File: config.mk
export PLATFORM = sky130hd
export DESIGN_NAME = lsdm_proj
export DESIGN_NICKNAME = d
export VERILOG_FILES = /design/src/design/lsdm_pkg.sv /design/src/design/lsdm_proj.sv
export SDC_FILE = /design/constraint.sdc
export NUM_CORES = 2
export LEC_CHECK = 0
export ABC_AREA = 1
export ABC_CLOCK_PERIOD_IN_PS = 7800
export BUFFER_PORTS_ARGS = -buffer_cell sky130_fd_sc_hd__buf_2
export CORE_ASPECT_RATIO = 0.5
export CORE_MARGIN = 2
export CORE_UTILIZATION = 60
export CTS_CLUSTER_DIAMETER = 150
export CTS_CLUSTER_SIZE = 40
export DETAILED_ROUTE_END_ITERATION = 8
export GPL_TIMING_DRIVEN = 0
export PLACE_DENSITY = 0.86
export SETUP_SLACK_MARGIN = 0.02
export SYNTH_ARGS = -nofsm -noshare
export SYNTH_HDL_FRONTEND = slang
export SYNTH_SLANG_ARGS = --single-unit
File: constraint.sdc
create_clock -name clk_i -period 7.8 [get_ports clk_i]
set_clock_uncertainty 0.15 [all_clocks]
set_input_delay 0.39 -clock clk_i [delete_from_list [all_inputs] [get_ports clk_i]]
set_output_delay 0.39 -clock clk_i [all_outputs]
set_load 0.1 [all_outputs]
File: src/design/lsdm_pkg.sv
// ----------------------------------------------------------------------------
// Lens distortion point map package
// Shared types, widths and constants of the distortion pipeline.
// ----------------------------------------------------------------------------
package lsdm_pkg;

  // Fixed-point formats
  localparam int COORD_FRAC_BITS = 4;
  localparam int NORM_FRAC       = 20;
  localparam int FOCAL_FRAC      = 8;

  // Field and datapath widths
  localparam int COORD_W  = 16;
  localparam int FOCAL_W  = 24;
  localparam int COEF_W   = 24;
  localparam int CFG_W    = 32;
  localparam int REG_IDX_W = 3;
  localparam int DIFF_W   = 18;
  localparam int MAG_W    = 17;
  localparam int QUO_W    = 23;
  localparam int NORM_W   = 24;
  localparam int CORR_W   = 35;

  // Clamp limits
  localparam logic [QUO_W-1:0] NORM_LIMIT = QUO_W'(1) << 22;

  // Pipeline depths of the three sections
  localparam int DIV_DEPTH  = QUO_W + 2;
  localparam int POLY_DEPTH = 11;
  localparam int PROJ_DEPTH = 3;

  // Register reset values
  localparam logic [FOCAL_W-1:0] FOCAL_RESET = FOCAL_W'(128000);

  typedef enum logic [REG_IDX_W-1:0] {
    CFG_FOCAL_X   = 3'd0,
    CFG_FOCAL_Y   = 3'd1,
    CFG_PRINCIPAL = 3'd2,
    CFG_K1        = 3'd3,
    CFG_K2        = 3'd4,
    CFG_K3        = 3'd5,
    CFG_P1        = 3'd6,
    CFG_P2        = 3'd7
  } cfg_idx_e;

  typedef struct packed {
    logic signed [COORD_W-1:0] undist_x;
    logic signed [COORD_W-1:0] undist_y;
  } in_t;

  typedef struct packed {
    logic signed [COORD_W-1:0] dist_x;
    logic signed [COORD_W-1:0] dist_y;
    logic                      clipped;
  } out_t;

  // Normalized point between divider and polynomial section
  typedef struct packed {
    logic signed [NORM_W-1:0] x;
    logic signed [NORM_W-1:0] y;
    logic                     clip;
  } norm_t;

  // Corrected point between polynomial and projection section
  typedef struct packed {
    logic signed [CORR_W-1:0] xc;
    logic signed [CORR_W-1:0] yc;
    logic                     clip;
  } corr_t;

  // Configuration as seen by the datapath; focal lengths never zero
  typedef struct packed {
    logic        [FOCAL_W-1:0] focal_x;
    logic        [FOCAL_W-1:0] focal_y;
    logic        [COORD_W-1:0] centre_x;
    logic        [COORD_W-1:0] centre_y;
    logic signed [COEF_W-1:0]  k1;
    logic signed [COEF_W-1:0]  k2;
    logic signed [COEF_W-1:0]  k3;
    logic signed [COEF_W-1:0]  p1;
    logic signed [COEF_W-1:0]  p2;
  } cfg_t;

endpackage

File: src/design/lsdm_proj.sv
// ----------------------------------------------------------------------------
// Projection to pixels
// Multiplies the corrected point by the focal lengths, adds the centre and
// saturates to the coordinate range. The last stage is the output register.
// ----------------------------------------------------------------------------
module lsdm_proj #(
  parameter int CoordFracBits = lsdm_pkg::COORD_FRAC_BITS
) (
  input  logic              clk_i,
  input  logic              rst_ni,
  input  lsdm_pkg::cfg_t    cfg_i,
  input  logic              up_valid_i,
  output logic              up_ready_o,
  input  lsdm_pkg::corr_t   up_data_i,
  output logic              dn_valid_o,
  input  logic              dn_ready_i,
  output lsdm_pkg::out_t    dn_data_o
);

  localparam int Shift = lsdm_pkg::NORM_FRAC + lsdm_pkg::FOCAL_FRAC - CoordFracBits;
  localparam int CW    = lsdm_pkg::CORR_W;
  localparam int FW    = lsdm_pkg::FOCAL_W;
  localparam int OW    = lsdm_pkg::COORD_W;
  localparam int LoW   = 18;
  localparam int HiW   = CW - LoW;
  localparam int PPW   = 42;
  localparam int SW    = 62;
  localparam int PW    = SW - Shift + 1;
  localparam longint HalfP  = 64'sd1 <<< (Shift - 1);
  localparam longint SatMax = 64'sd32767;
  localparam longint SatMin = -64'sd32768;
  localparam int Depth = lsdm_pkg::PROJ_DEPTH;

  logic [Depth-1:0] vld_q;
  logic             en;

  assign en         = !vld_q[Depth-1] || dn_ready_i;
  assign up_ready_o = en;
  assign dn_valid_o = vld_q[Depth-1];

  always_ff @(posedge clk_i or negedge rst_ni) begin
    if (!rst_ni) begin
      vld_q <= '0;
    end else if (en) begin
      vld_q <= {vld_q[Depth-2:0], up_valid_i};
    end
  end

  logic signed [CW-1:0] c [2];
  logic        [FW-1:0] f [2];
  logic        [OW-1:0] ctr [2];
  logic signed [OW-1:0] res_q [2];
  logic                 sat [2];
  logic                 clip_q [2];

  assign c[0]   = up_data_i.xc;
  assign c[1]   = up_data_i.yc;
  assign f[0]   = cfg_i.focal_x;
  assign f[1]   = cfg_i.focal_y;
  assign ctr[0] = cfg_i.centre_x;
  assign ctr[1] = cfg_i.centre_y;

  for (genvar l = 0; l < 2; l++) begin : g_lane
    logic signed [HiW-1:0] chi;
    logic signed [PPW-1:0] ph_q;
    logic        [PPW-1:0] pl_q;
    logic signed [SW-1:0]  s;
    logic signed [PW-1:0]  p_q;

    // Stage 0: split the corrected value into two partial products
    assign chi = c[l][CW-1:LoW];

    always_ff @(posedge clk_i) begin
      if (en) begin
        ph_q <= PPW'(chi) * signed'(PPW'(f[l]));
        pl_q <= PPW'(c[l][LoW-1:0]) * PPW'(f[l]);
      end
    end

    // Stage 1: combine, round to pixel fraction and add the centre
    assign s = (SW'(ph_q) <<< LoW) + signed'(SW'(pl_q)) + SW'(HalfP);

    always_ff @(posedge clk_i) begin
      if (en) begin
        p_q <= PW'(s >>> Shift) + signed'(PW'(ctr[l]));
      end
    end

    // Stage 2: saturate into the output register
    always_comb begin
      sat[l] = (p_q > PW'(SatMax)) || (p_q < PW'(SatMin));
    end

    always_ff @(posedge clk_i) begin
      if (en) begin
        priority if (p_q > PW'(SatMax)) begin
          res_q[l] <= OW'(SatMax);
        end else if (p_q < PW'(SatMin)) begin
          res_q[l] <= OW'(SatMin);
        end else begin
          res_q[l] <= OW'(p_q);
        end
      end
    end
  end

  // Carry the clip flag alongside
  logic clip_out_q;

  always_ff @(posedge clk_i) begin
    if (en) begin
      clip_q[0]  <= up_data_i.clip;
      clip_q[1]  <= clip_q[0];
      clip_out_q <= clip_q[1] || sat[0] || sat[1];
    end
  end

  assign dn_data_o.dist_x  = res_q[0];
  assign dn_data_o.dist_y  = res_q[1];
  assign dn_data_o.clipped = clip_out_q;

endmodule

==> flow_summary.yaml <==
run_status:
  status: "finished, final reports clean"
synthesis:
  synth_edf_count: 245
  synthTopCellsByArea: "fa_1 38%, inv_1 14%, nand2_1 13%"
  syn_inst: 9332
  yosysWarnings: 0
  syn_avg_cell_area_um2: 7.71
  synthArstFlopShare: 0.0121
  yosysUniqueCellTypes: 49
  ys_seq_area_frac: 0.103
  synth_top_area_cell: "fa_1"
  yosysTopAreaCellShare: 0.378
  synth_ff_type: "edfxtp_1"
  synth_top_cells_by_count: "2,766 x inv_1, 2,527 x nand2_1, 1,360 x fa_1"
  ys_ff_latch: 248
  syn_nets: 11601
  yosys.cell_count.top_type: "inv_1"
  syn-cell-area_um2: 72000
routing:
  drc: 0
  vias: 61470
  wl_per_cell_um: 20.1
  drt_iter0_drc: 6743
  wl_um: 223000
  ant_nets: 0
  vias_per_cell: 5.54
  first_pass_iters: 8
worst_setup_path:
  crit_path_cell_trace: "clkbuf_1, clkbuf_1, nand2_1, fa_1, inv_1, fa_1, fa_1, fa_1, fa_1, inv_1, fa_1, inv_1, ha_1, nand2_1, nor2_1, inv_1, nor2_1, inv_1, nor4_1, a21oi_1, o21ai_0, nand2_1, nand2_1, xor2_1"
  cpPeakStageDelay_ns: 0.97
  cp_top_family: "adder cells"
  critPathKind: "primary input to flop"
  rr_worst_depth: 17
  crit_top_cell: "fa_1"
  r2r_end: "g_lane[0].p_q[38]$_DFFE_PP_"
  crit_arrival_ns: 7.49
  slowest_stage: "clkbuf_1"
  cp_max_fo: 10
  end_kind: "flop"
  crit_required_ns: 7.95
  crit_buf_inv: 7
  r2r_slack_ns: 3.29
  worstSetupStartpointType: "primary input"
  r2r-start: "g_lane[0].ph_q[3]$_DFFE_PP_"
timing:
  tightest_slew_ns: 1.26
  final.setup.tns_ns: 0
  fin_crit_ns: 7.34
  fin_crit_sh: 0.941
  setup_viol: 0
  worst_hold_slack_ns: 0.0208
  max_freq_mhz: 136
  report.final.slew_viol_count: 0
  rsz0062_at_grt: "false"
  hold_viol: 0
  setup_ws_ns: 0.464
  relSlewSlack: 0.161
place:
  dp_slack_ns: 0.229
  dpl_cell_area_um2: 74700
  port_buffers: 141
  place.gp.congestion: 1.06
  place_hpwl_um: 187000
floorplanning:
  core_area_um2: 118000
  die_w_um: 494
  ioPinCount: 310
  die_area_um2: 123000
  start_util: 0.607
  num_rows: 89
  die_y_um: 249
clocking:
  cts_resized: 0
  hold_buffers: 4
  path_clk_slew_ns: 0.14
  cts.path.max_buffers: 3
  cts.sinks: 248
  cts_root_buf: "clkbuf_16"
  cts_tree: "done"
  insertion_delay_ns: 0.55
  h-tree-depth: 1
  cts_setup_buffers: 0
  cts_made_buffers: 10
layout:
  final_area_um2: 75100
  area_growth_pct: 4.32
  fillers: 10081
  fin_nets: 11759
  final_layout_size_suffix_gt1_frac: 0.0237
grt:
  antenna_found_initial: 15
  grt_start_max_net_pins: 126
  grt_pass1_wl_um: 343000
  groute.usage.overall: 0.364
  gr-total-overflow: 0
  grt_pass1_vias: 62475
min_path:
  hold_end: "g_lane[0].p_q[0]$_DFFE_PP_"
  min_delay_path_depth: 2
  hold_start: "cfg_i[136]"
  hold_class: "primary input to flop"
run:
  drv_cap: 0
layout by cell type, fill, tap and decap left out, types with 9 or more instances in the layout:
| cell | Yosys | routed |
|---|---|---|
| clkbuf_16 | 0 | 11 |
| nand3b_1 | 11 | 11 |
| a31oi_1 | 48 | 48 |
| o21ai_0 | 113 | 113 |
| fa_1 | 1360 | 1360 |
| nand3_1 | 146 | 146 |
| or2_2 | 23 | 23 |
| o21bai_1 | 22 | 22 |
| xor2_1 | 140 | 140 |
| inv_1 | 2766 | 2765 |
| nor2_1 | 390 | 390 |
| xnor2_1 | 76 | 76 |
| nor2_2 | 16 | 16 |
| nand2_2 | 10 | 10 |
| buf_2 | 2 | 143 |
| nand4_1 | 52 | 52 |
| diode_2 | 0 | 9 |
| o211ai_1 | 10 | 10 |
| edfxtp_1 | 245 | 245 |
| ha_1 | 634 | 634 |
| nor4_1 | 30 | 30 |
| nor3_1 | 24 | 24 |
| a21oi_1 | 249 | 249 |
| nand2_1 | 2527 | 2527 |
| a21o_1 | 20 | 20 |
| o21a_1 | 27 | 27 |
| clkbuf_1 | 332 | 333 |
worst max-delay path by stage:
| stage | to | cells after the start | start |
|---|---|---|---|
| 2_1_floorplan | vld_q[0]$_DFFE_PN0P_ | 4 | vld_q[2]$_DFFE_PN0P_ |
| 3_3_place_gp | up_ready_o | 4 | dn_ready_i |
| 3_5_place_dp | g_lane[0].ph_q[40]$_DFFE_PP_ | 24 | cfg_i[195] |
| 4_1_cts | g_lane[0].ph_q[40]$_DFFE_PP_ | 24 | cfg_i[195] |
| 5_1_grt | g_lane[0].pl_q[34]$_DFFE_PP_ | 26 | cfg_i[190] |
| 6_report | g_lane[0].pl_q[34]$_DFFE_PP_ | 24 | cfg_i[184] |
area by class of cell:
| type | count | area (µm²) | share of cell area |
|---|---|---|---|
| tap | 1592 | 1990 | 0.0265 |
| inverter | 2768 | 10400 | 0.138 |
| antenna | 9 | 22.5 | 0.000300 |
| clock inverter | 2 | 35.0 | 0.000467 |
| sequential | 248 | 7430 | 0.0990 |
| timing repair buffer | 146 | 773 | 0.0103 |
| clock buffer | 12 | 279 | 0.00372 |
| buffer | 337 | 1270 | 0.0169 |
| multi-input combinational | 5979 | 52900 | 0.704 |
logic make-up (layout without fill, tap and decap cells):
group	count (synthesis)	in the layout	synth area share
DFF	248	248	0.103
adders and majority gates	1994	1994	0.489
buffers and inverters	3105	3265	0.162
xor gates and xnor gates	216	216	0.0263
AOI/OAI and AO/OA	515	515	0.0404
other	0	9	0
and+or+nand+nor	3254	3254	0.179
routing by layer:
metal | routed length, µm | track usage
met5 | 71 | 0
met4 | 15600 | 0.192
met3 | 31200 | 0.121
met2 | 97000 | 0.565
met1 | 79000 | 0.452
metrics by stage:
step,util,cells
2_1_floorplan,-,9332
3_3_place_gp,0.630,11065
3_5_place_dp,0.630,11066
4_1_cts,0.633,11084
5_1_grt,0.634,11088
6_report,0.634,11093
flip-flops by register name, summed over array words and instances (netlist names):
signal,count
vld_q,3
g_lane.ph_q,84
g_lane.p_q,78
res_q,32
clip_out_q,1
g_lane.pl_q,48
clip_q,2
Power is not shown: default switching activity piles up to over one toggle a cycle in this logic, so the estimate is an artifact.
