===== src/design/lsdm_pkg.sv =====
// ----------------------------------------------------------------------------
// Lens distortion point map package
// Shared types, widths and constants of the distortion pipeline.
// ----------------------------------------------------------------------------
package lsdm_pkg;

  // Fixed-point formats
  localparam int COORD_FRAC_BITS = 4;
  localparam int NORM_FRAC       = 20;
  localparam int FOCAL_FRAC      = 8;

  // Field and datapath widths
  localparam int COORD_W  = 16;
  localparam int FOCAL_W  = 24;
  localparam int COEF_W   = 24;
  localparam int CFG_W    = 32;
  localparam int REG_IDX_W = 3;
  localparam int DIFF_W   = 18;
  localparam int MAG_W    = 17;
  localparam int QUO_W    = 23;
  localparam int NORM_W   = 24;
  localparam int CORR_W   = 35;

  // Clamp limits
  localparam logic [QUO_W-1:0] NORM_LIMIT = QUO_W'(1) << 22;

  // Pipeline depths of the three sections
  localparam int DIV_DEPTH  = QUO_W + 2;
  localparam int POLY_DEPTH = 11;
  localparam int PROJ_DEPTH = 3;

  // Register reset values
  localparam logic [FOCAL_W-1:0] FOCAL_RESET = FOCAL_W'(128000);

  typedef enum logic [REG_IDX_W-1:0] {
    CFG_FOCAL_X   = 3'd0,
    CFG_FOCAL_Y   = 3'd1,
    CFG_PRINCIPAL = 3'd2,
    CFG_K1        = 3'd3,
    CFG_K2        = 3'd4,
    CFG_K3        = 3'd5,
    CFG_P1        = 3'd6,
    CFG_P2        = 3'd7
  } cfg_idx_e;

  typedef struct packed {
    logic signed [COORD_W-1:0] undist_x;
    logic signed [COORD_W-1:0] undist_y;
  } in_t;

  typedef struct packed {
    logic signed [COORD_W-1:0] dist_x;
    logic signed [COORD_W-1:0] dist_y;
    logic                      clipped;
  } out_t;

  // Normalized point between divider and polynomial section
  typedef struct packed {
    logic signed [NORM_W-1:0] x;
    logic signed [NORM_W-1:0] y;
    logic                     clip;
  } norm_t;

  // Corrected point between polynomial and projection section
  typedef struct packed {
    logic signed [CORR_W-1:0] xc;
    logic signed [CORR_W-1:0] yc;
    logic                     clip;
  } corr_t;

  // Configuration as seen by the datapath; focal lengths never zero
  typedef struct packed {
    logic        [FOCAL_W-1:0] focal_x;
    logic        [FOCAL_W-1:0] focal_y;
    logic        [COORD_W-1:0] centre_x;
    logic        [COORD_W-1:0] centre_y;
    logic signed [COEF_W-1:0]  k1;
    logic signed [COEF_W-1:0]  k2;
    logic signed [COEF_W-1:0]  k3;
    logic signed [COEF_W-1:0]  p1;
    logic signed [COEF_W-1:0]  p2;
  } cfg_t;

endpackage


===== src/design/lsdm_div.sv =====
// ----------------------------------------------------------------------------
// Normalizing divider
// Centers both coordinates and divides by the focal lengths with a
// restoring divider that resolves one quotient bit per stage.
// ----------------------------------------------------------------------------
module lsdm_div #(
  parameter int CoordFracBits = lsdm_pkg::COORD_FRAC_BITS
) (
  input  logic              clk_i,
  input  logic              rst_ni,
  input  lsdm_pkg::cfg_t    cfg_i,
  input  logic              up_valid_i,
  output logic              up_ready_o,
  input  lsdm_pkg::in_t     up_data_i,
  output logic              dn_valid_o,
  input  logic              dn_ready_i,
  output lsdm_pkg::norm_t   dn_data_o
);

  localparam int Shift = lsdm_pkg::NORM_FRAC + lsdm_pkg::FOCAL_FRAC - CoordFracBits;
  localparam int QW    = lsdm_pkg::QUO_W;
  localparam int MW    = lsdm_pkg::MAG_W;
  localparam int DW    = lsdm_pkg::DIFF_W;
  localparam int FW    = lsdm_pkg::FOCAL_W;
  localparam int XW    = lsdm_pkg::NORM_W;
  localparam int NW    = MW + Shift + 1;
  localparam int Depth = lsdm_pkg::DIV_DEPTH;

  logic [Depth-1:0] vld_q;
  logic             en;

  // Advance the whole section when the last stage is free or drains
  assign en         = !vld_q[Depth-1] || dn_ready_i;
  assign up_ready_o = en;
  assign dn_valid_o = vld_q[Depth-1];

  always_ff @(posedge clk_i or negedge rst_ni) begin
    if (!rst_ni) begin
      vld_q <= '0;
    end else if (en) begin
      vld_q <= {vld_q[Depth-2:0], up_valid_i};
    end
  end

  // Lane inputs: lane 0 is x, lane 1 is y
  logic signed [lsdm_pkg::COORD_W-1:0] u [2];
  logic        [lsdm_pkg::COORD_W-1:0] c [2];
  logic        [FW-1:0]                f [2];

  assign u[0] = up_data_i.undist_x;
  assign u[1] = up_data_i.undist_y;
  assign c[0] = cfg_i.centre_x;
  assign c[1] = cfg_i.centre_y;
  assign f[0] = cfg_i.focal_x;
  assign f[1] = cfg_i.focal_y;

  logic [FW-1:0] r_q   [2][QW];
  logic [QW-1:0] nlo_q [2][QW];
  logic [QW-1:0] q_q   [2][QW+1];
  logic          neg_q [2][QW+1];
  logic          ovf_q [2][QW+1];
  logic signed [XW-1:0] x_q [2];
  logic          big   [2];
  logic          clip_q;

  for (genvar l = 0; l < 2; l++) begin : g_lane
    logic signed [DW-1:0] d;
    logic [MW-1:0]        mag;
    logic [NW-1:0]        num;
    logic [FW-1:0]        hi;
    logic [QW-1:0]        mq;
    logic signed [XW-1:0] val;

    // Center, take the magnitude and add half the divisor for rounding
    always_comb begin
      d   = {{(DW - lsdm_pkg::COORD_W){u[l][lsdm_pkg::COORD_W-1]}}, u[l]}
            - {{(DW - lsdm_pkg::COORD_W){1'b0}}, c[l]};
      mag = d[DW-1] ? MW'(-d) : MW'(d);
      num = (NW'(mag) << Shift) + NW'(f[l] >> 1);
      hi  = FW'(num[NW-1:QW]);
    end

    always_ff @(posedge clk_i) begin
      if (en) begin
        r_q[l][0]   <= hi;
        nlo_q[l][0] <= num[QW-1:0];
        q_q[l][0]   <= '0;
        neg_q[l][0] <= d[DW-1];
        ovf_q[l][0] <= hi >= f[l];
      end
    end

    // One restoring step per stage
    for (genvar k = 1; k <= QW; k++) begin : g_step
      logic [FW:0] t;
      logic        ge;

      always_comb begin
        t  = {r_q[l][k-1], nlo_q[l][k-1][QW-k]};
        ge = t >= {1'b0, f[l]};
      end

      always_ff @(posedge clk_i) begin
        if (en) begin
          q_q[l][k]   <= {q_q[l][k-1][QW-2:0], ge};
          neg_q[l][k] <= neg_q[l][k-1];
          ovf_q[l][k] <= ovf_q[l][k-1];
        end
      end

      if (k < QW) begin : g_keep
        always_ff @(posedge clk_i) begin
          if (en) begin
            r_q[l][k]   <= ge ? FW'(t - {1'b0, f[l]}) : FW'(t);
            nlo_q[l][k] <= nlo_q[l][k-1];
          end
        end
      end
    end

    // Clamp the quotient and restore the sign
    always_comb begin
      big[l] = ovf_q[l][QW] || (q_q[l][QW] > lsdm_pkg::NORM_LIMIT);
      mq     = big[l] ? lsdm_pkg::NORM_LIMIT : q_q[l][QW];
      val    = signed'(XW'(mq));
    end

    always_ff @(posedge clk_i) begin
      if (en) begin
        x_q[l] <= neg_q[l][QW] ? -val : val;
      end
    end
  end

  always_ff @(posedge clk_i) begin
    if (en) begin
      clip_q <= big[0] || big[1];
    end
  end

  assign dn_data_o.x    = x_q[0];
  assign dn_data_o.y    = x_q[1];
  assign dn_data_o.clip = clip_q;

endmodule


===== config.mk =====
export PLATFORM = sky130hd
export DESIGN_NAME = lsdm_div
export DESIGN_NICKNAME = d
export VERILOG_FILES = /design/src/design/lsdm_pkg.sv /design/src/design/lsdm_div.sv
export SDC_FILE = /design/constraint.sdc
export NUM_CORES = 2
export LEC_CHECK = 0
export BUFFER_PORTS_ARGS = -buffer_cell sky130_fd_sc_hd__buf_2
export CAP_MARGIN = 20
export CORE_UTILIZATION = 45
export CTS_CLUSTER_SIZE = 30
export DETAILED_ROUTE_END_ITERATION = 8
export GPL_ROUTABILITY_DRIVEN = 0
export SYNTH_ARGS = -nofsm -noshare
export SYNTH_HDL_FRONTEND = slang
export SYNTH_SLANG_ARGS = --single-unit

===== constraint.sdc =====
create_clock -name clk_i -period 219.3 [get_ports clk_i]
set_input_delay 10.965 -clock clk_i [delete_from_list [all_inputs] [get_ports clk_i]]
set_output_delay 10.965 -clock clk_i [all_outputs]
set_load 0.005 [all_outputs]

==> metrics.md <==
| Metric | Value |
|---|---|
| Hold depth | 0 |
| Hold path endpoint | nlo_q[1][398] |
| Worst-margin pin slew | 1070 ps |
| Clock latency on the worst-skew pair | 900 ps |
| Clk sink count | 2364 |
| RSZ-0062 raised after global routing | false |
| GR Layer Usage met1 | 27.6% |
| Async SR Flop Fraction | 1.06% |
| Util after Layout | 50.3% |
| Avg WL per Cell | 19.8 um |
| MaxCap Viol Count | 0 |
| Register area share after synthesis | 51.7% |
| Period utilization | 10.3% |
| Endpoint kind of the worst setup timing path | output port |
| Initial DRC Count | 7194 |
| CP peak stage delay | 440 ps |
| Die height | 554 um |
| Busiest layer in global routing | met2 |
| Setup TNS | 0 ps |
| Vias per cell | 5.78 |
| Setup Viol. Count Final | 0 |
| Number of setup buffers added after CTS | 0 |
| Hold Vio Cnt, Final | 0 |
| Worst min path class | reg -> reg |
| Tmin final | 22660 ps |
| Mean Syn Cell Area | 11.7 um2 |
| Largest net degree at the start of global routing | 179 |
| Startpoint types | primary input |
| Number of synthesized flops with an enable pin | 2339 |
| Main flop type after synthesis | edfxtp_1 |
| LEAKAGE | 60.1 nW |
| WP data arrival | 11700 ps |
| Gate Count Post-Synth | 11700 |
| Drt drc | 0 |
| CP max-delay cell | nand2b_4 |
| Die area | 307000 um2 |
| Vias | 94300 |
| GR Layer Usage met3 | 3.07% |
| Io pins | 287 |
| Worst r2r src | vld_q[24] |
| Core area | 303000 um2 |
| Share of layout cells above drive strength 1 | 11.3% |
| Site Rows | 202 |
| CP required | 208340 ps |
| Fillers | 25900 |
| Drt first pass iters | 8 |
| Cell Area, Synth | 137000 um2 |
| Die width | 554 um |
| Initial antenna violation count | 18 |
| Vias in the first global route | 93100 |
| Synthesized flop and latch total | 2364 |
| Slew margin rel. | 26.7% |
| Worst path cell trace | buf_2 -> nand2b_4 -> buf_2 |
| Status | complete, no violations |
| FMAX | 44.1 MHz |
| Global-route wire length before repair | 508000 um |
| Met2 Use GR | 34.0% |
| GR Util All Layers | 20.5% |
| Post-route ant nets | 0 |
| Clock buffer depth | 4 |
| Type of the worst setup path | in -> out |
| Critical-path maximum fanout | 34 |
| Clk pin slew, worst setup/hold paths | 50 ps |
| Final #Nets | 13600 |
| CTS tree | done |
| Detailed placement HPWL | 227000 um |
| Flop2flop setup slack | 213840 ps |
| Starting Density | 45.3% |
| Max VDD drop | 0.00734 mV |
| Root Driver | clkbuf_16 |
| Max-slew violation count | 0 |
| GR Overflow Total | 0 |
| Reg2reg end | r_q[1][522] |
| Synthesized net count | 13200 |
| H-tree levels | 5 |
| CTS hold repair buffers | 0 |
| Cells on worst reg2reg path | 6 |
| Cell variety after synth | 91 |
| Cell taking the most area after synthesis | edfxtp_1 |
| Synth-to-layout area growth | 11.1% |
| Fin Clk Skew | 39.7 ps |
| Hold WS | 392 ps |
| Num CTS Buffers | 282 |
| PortBufs | 166 |
| Hold_sp | nlo_q[1][421] |
| Warning count from the yosys run | 0 |
| Post-cts resize count | 0 |
| Total Wirelength | 323000 um |
| PwrDens | 17.1 nW/um2 |
| Cell mode on critical path | buf_2 |
| Yosys top cell area share | 51.2% |
| Top cells by area, synth | edfxtp_1 51%, ha_1 11%, mux2_2 4.5%, xnor2_1 3.6%, a21oi_1 3.5% |
-- critical path, delay by kind of cell --
family	cells	cell delay [ps]
buffers and inverters	2	290
and+or+nand+nor	1	440
-- cell type report --
class / instances / area [um2] / share of cell area, %
flip-flops and latches: 2364 / 70900 / 46.5
multi-input cells: 8694 / 63900 / 42.0
clock buffers: 346 / 7320 / 4.80
well taps: 3978 / 4980 / 3.27
repair buffers: 308 / 1990 / 1.30
inverters: 457 / 1720 / 1.13
clock inverters: 155 / 1570 / 1.03
diodes: 1 / 2.50 / 0.00164
-- power by group --
part           total [W]  switching, W  internal, W
registers       0.000933      0.000102     0.000830
logic            0.00123      0.000687     0.000540
clock network   0.000452      0.000192     0.000260
-- registers in the layout, summed over array words and instances (netlist names) --
| signal | count |
|---|---|
| clip_q | 1 |
| ovf_q | 48 |
| q_q | 552 |
| nlo_q | 552 |
| neg_q | 48 |
| r_q | 1090 |
| x_q | 48 |
| vld_q | 25 |
-- synthesized netlist by cell type, drive strengths merged, types with 103 or more instances --
library cell	number
a21o	433
a21oi	973
and3	103
clkbuf	176
edfxtp	2339
ha	1166
inv	456
mux2	551
nand2	729
nand2b	139
nand3	192
nand4	159
nor2	794
nor2b	199
nor3	195
o21a	172
o21ai	704
xnor2	560
xor2	331
-- metrics by stage --
| stage | power (W) | cells | area, um2 | setup slack (ps) |
|---|---|---|---|---|
| 3_3_place_gp | 0.00211 | 15800 | 143000 | 196610 |
| 2_1_floorplan | 0.00216 | 11700 | 137000 | 134000 |
| 4_1_cts | 0.00262 | 16300 | 152000 | 196590 |
| 6_report | 0.00261 | 16300 | 152000 | 196640 |
| 5_1_grt | 0.00280 | 16300 | 152000 | 196560 |
| 3_5_place_dp | 0.00215 | 15800 | 143000 | 196600 |
-- per-layer routing --
| metal | wire, um | up-vias |
|---|---|---|
| met1 | 145000 | 45500 |
| met4 | 10900 | 4 |
| li1 | - | 45400 |
| met3 | 18100 | 694 |
| met2 | 150000 | 2657 |
| met5 | 23 | - |
-- cell usage in the layout, fill, tap and decap left out, types with 97 or more instances in the layout --
master | Yosys | routed
xnor2_1 | 560 | 560
ha_1 | 1166 | 1166
nor3_1 | 195 | 192
and3_1 | 103 | 103
nand2_1 | 729 | 729
nand3_1 | 192 | 192
xor2_1 | 331 | 331
o21bai_1 | 98 | 97
a21oi_1 | 971 | 966
a21o_1 | 433 | 433
buf_2 | 20 | 167
clkbuf_16 | 0 | 283
mux2_2 | 551 | 551
a31oi_1 | 98 | 97
nor2_1 | 794 | 794
inv_1 | 456 | 454
buf_4 | 1 | 132
o21ai_0 | 690 | 688
edfxtp_1 | 2339 | 2339
nor2b_1 | 199 | 198
nand2b_1 | 139 | 138
o21a_1 | 172 | 172
nand4_1 | 159 | 159
-- worst max-delay path by stage --
| stage | start | endpoint | cells after the start |
|---|---|---|---|
| after global placement | dn_ready_i | up_ready_o | 3 |
| after CTS | dn_ready_i | up_ready_o | 3 |
| after detailed placement | dn_ready_i | up_ready_o | 3 |
| after floorplan | dn_ready_i | up_ready_o | 3 |
| final | dn_ready_i | up_ready_o | 3 |
| after global routing | dn_ready_i | up_ready_o | 3 |
-- logic make-up (layout without fill, tap and decap cells) --
group           after synthesis  count (layout)  share of synthesized area, %
other cells                   0               1                             0
mux                         615             615                          4.99
buf+inv                     676            1266                          1.88
compound gates             3112            3112                          14.3
simple gates               2866            2866                          10.1
flops                      2364            2364                          51.7
xor+xnor                    891             891                          5.69
fa+ha+maj                  1210            1210                          11.3
Power figures use the tool's default switching activity.
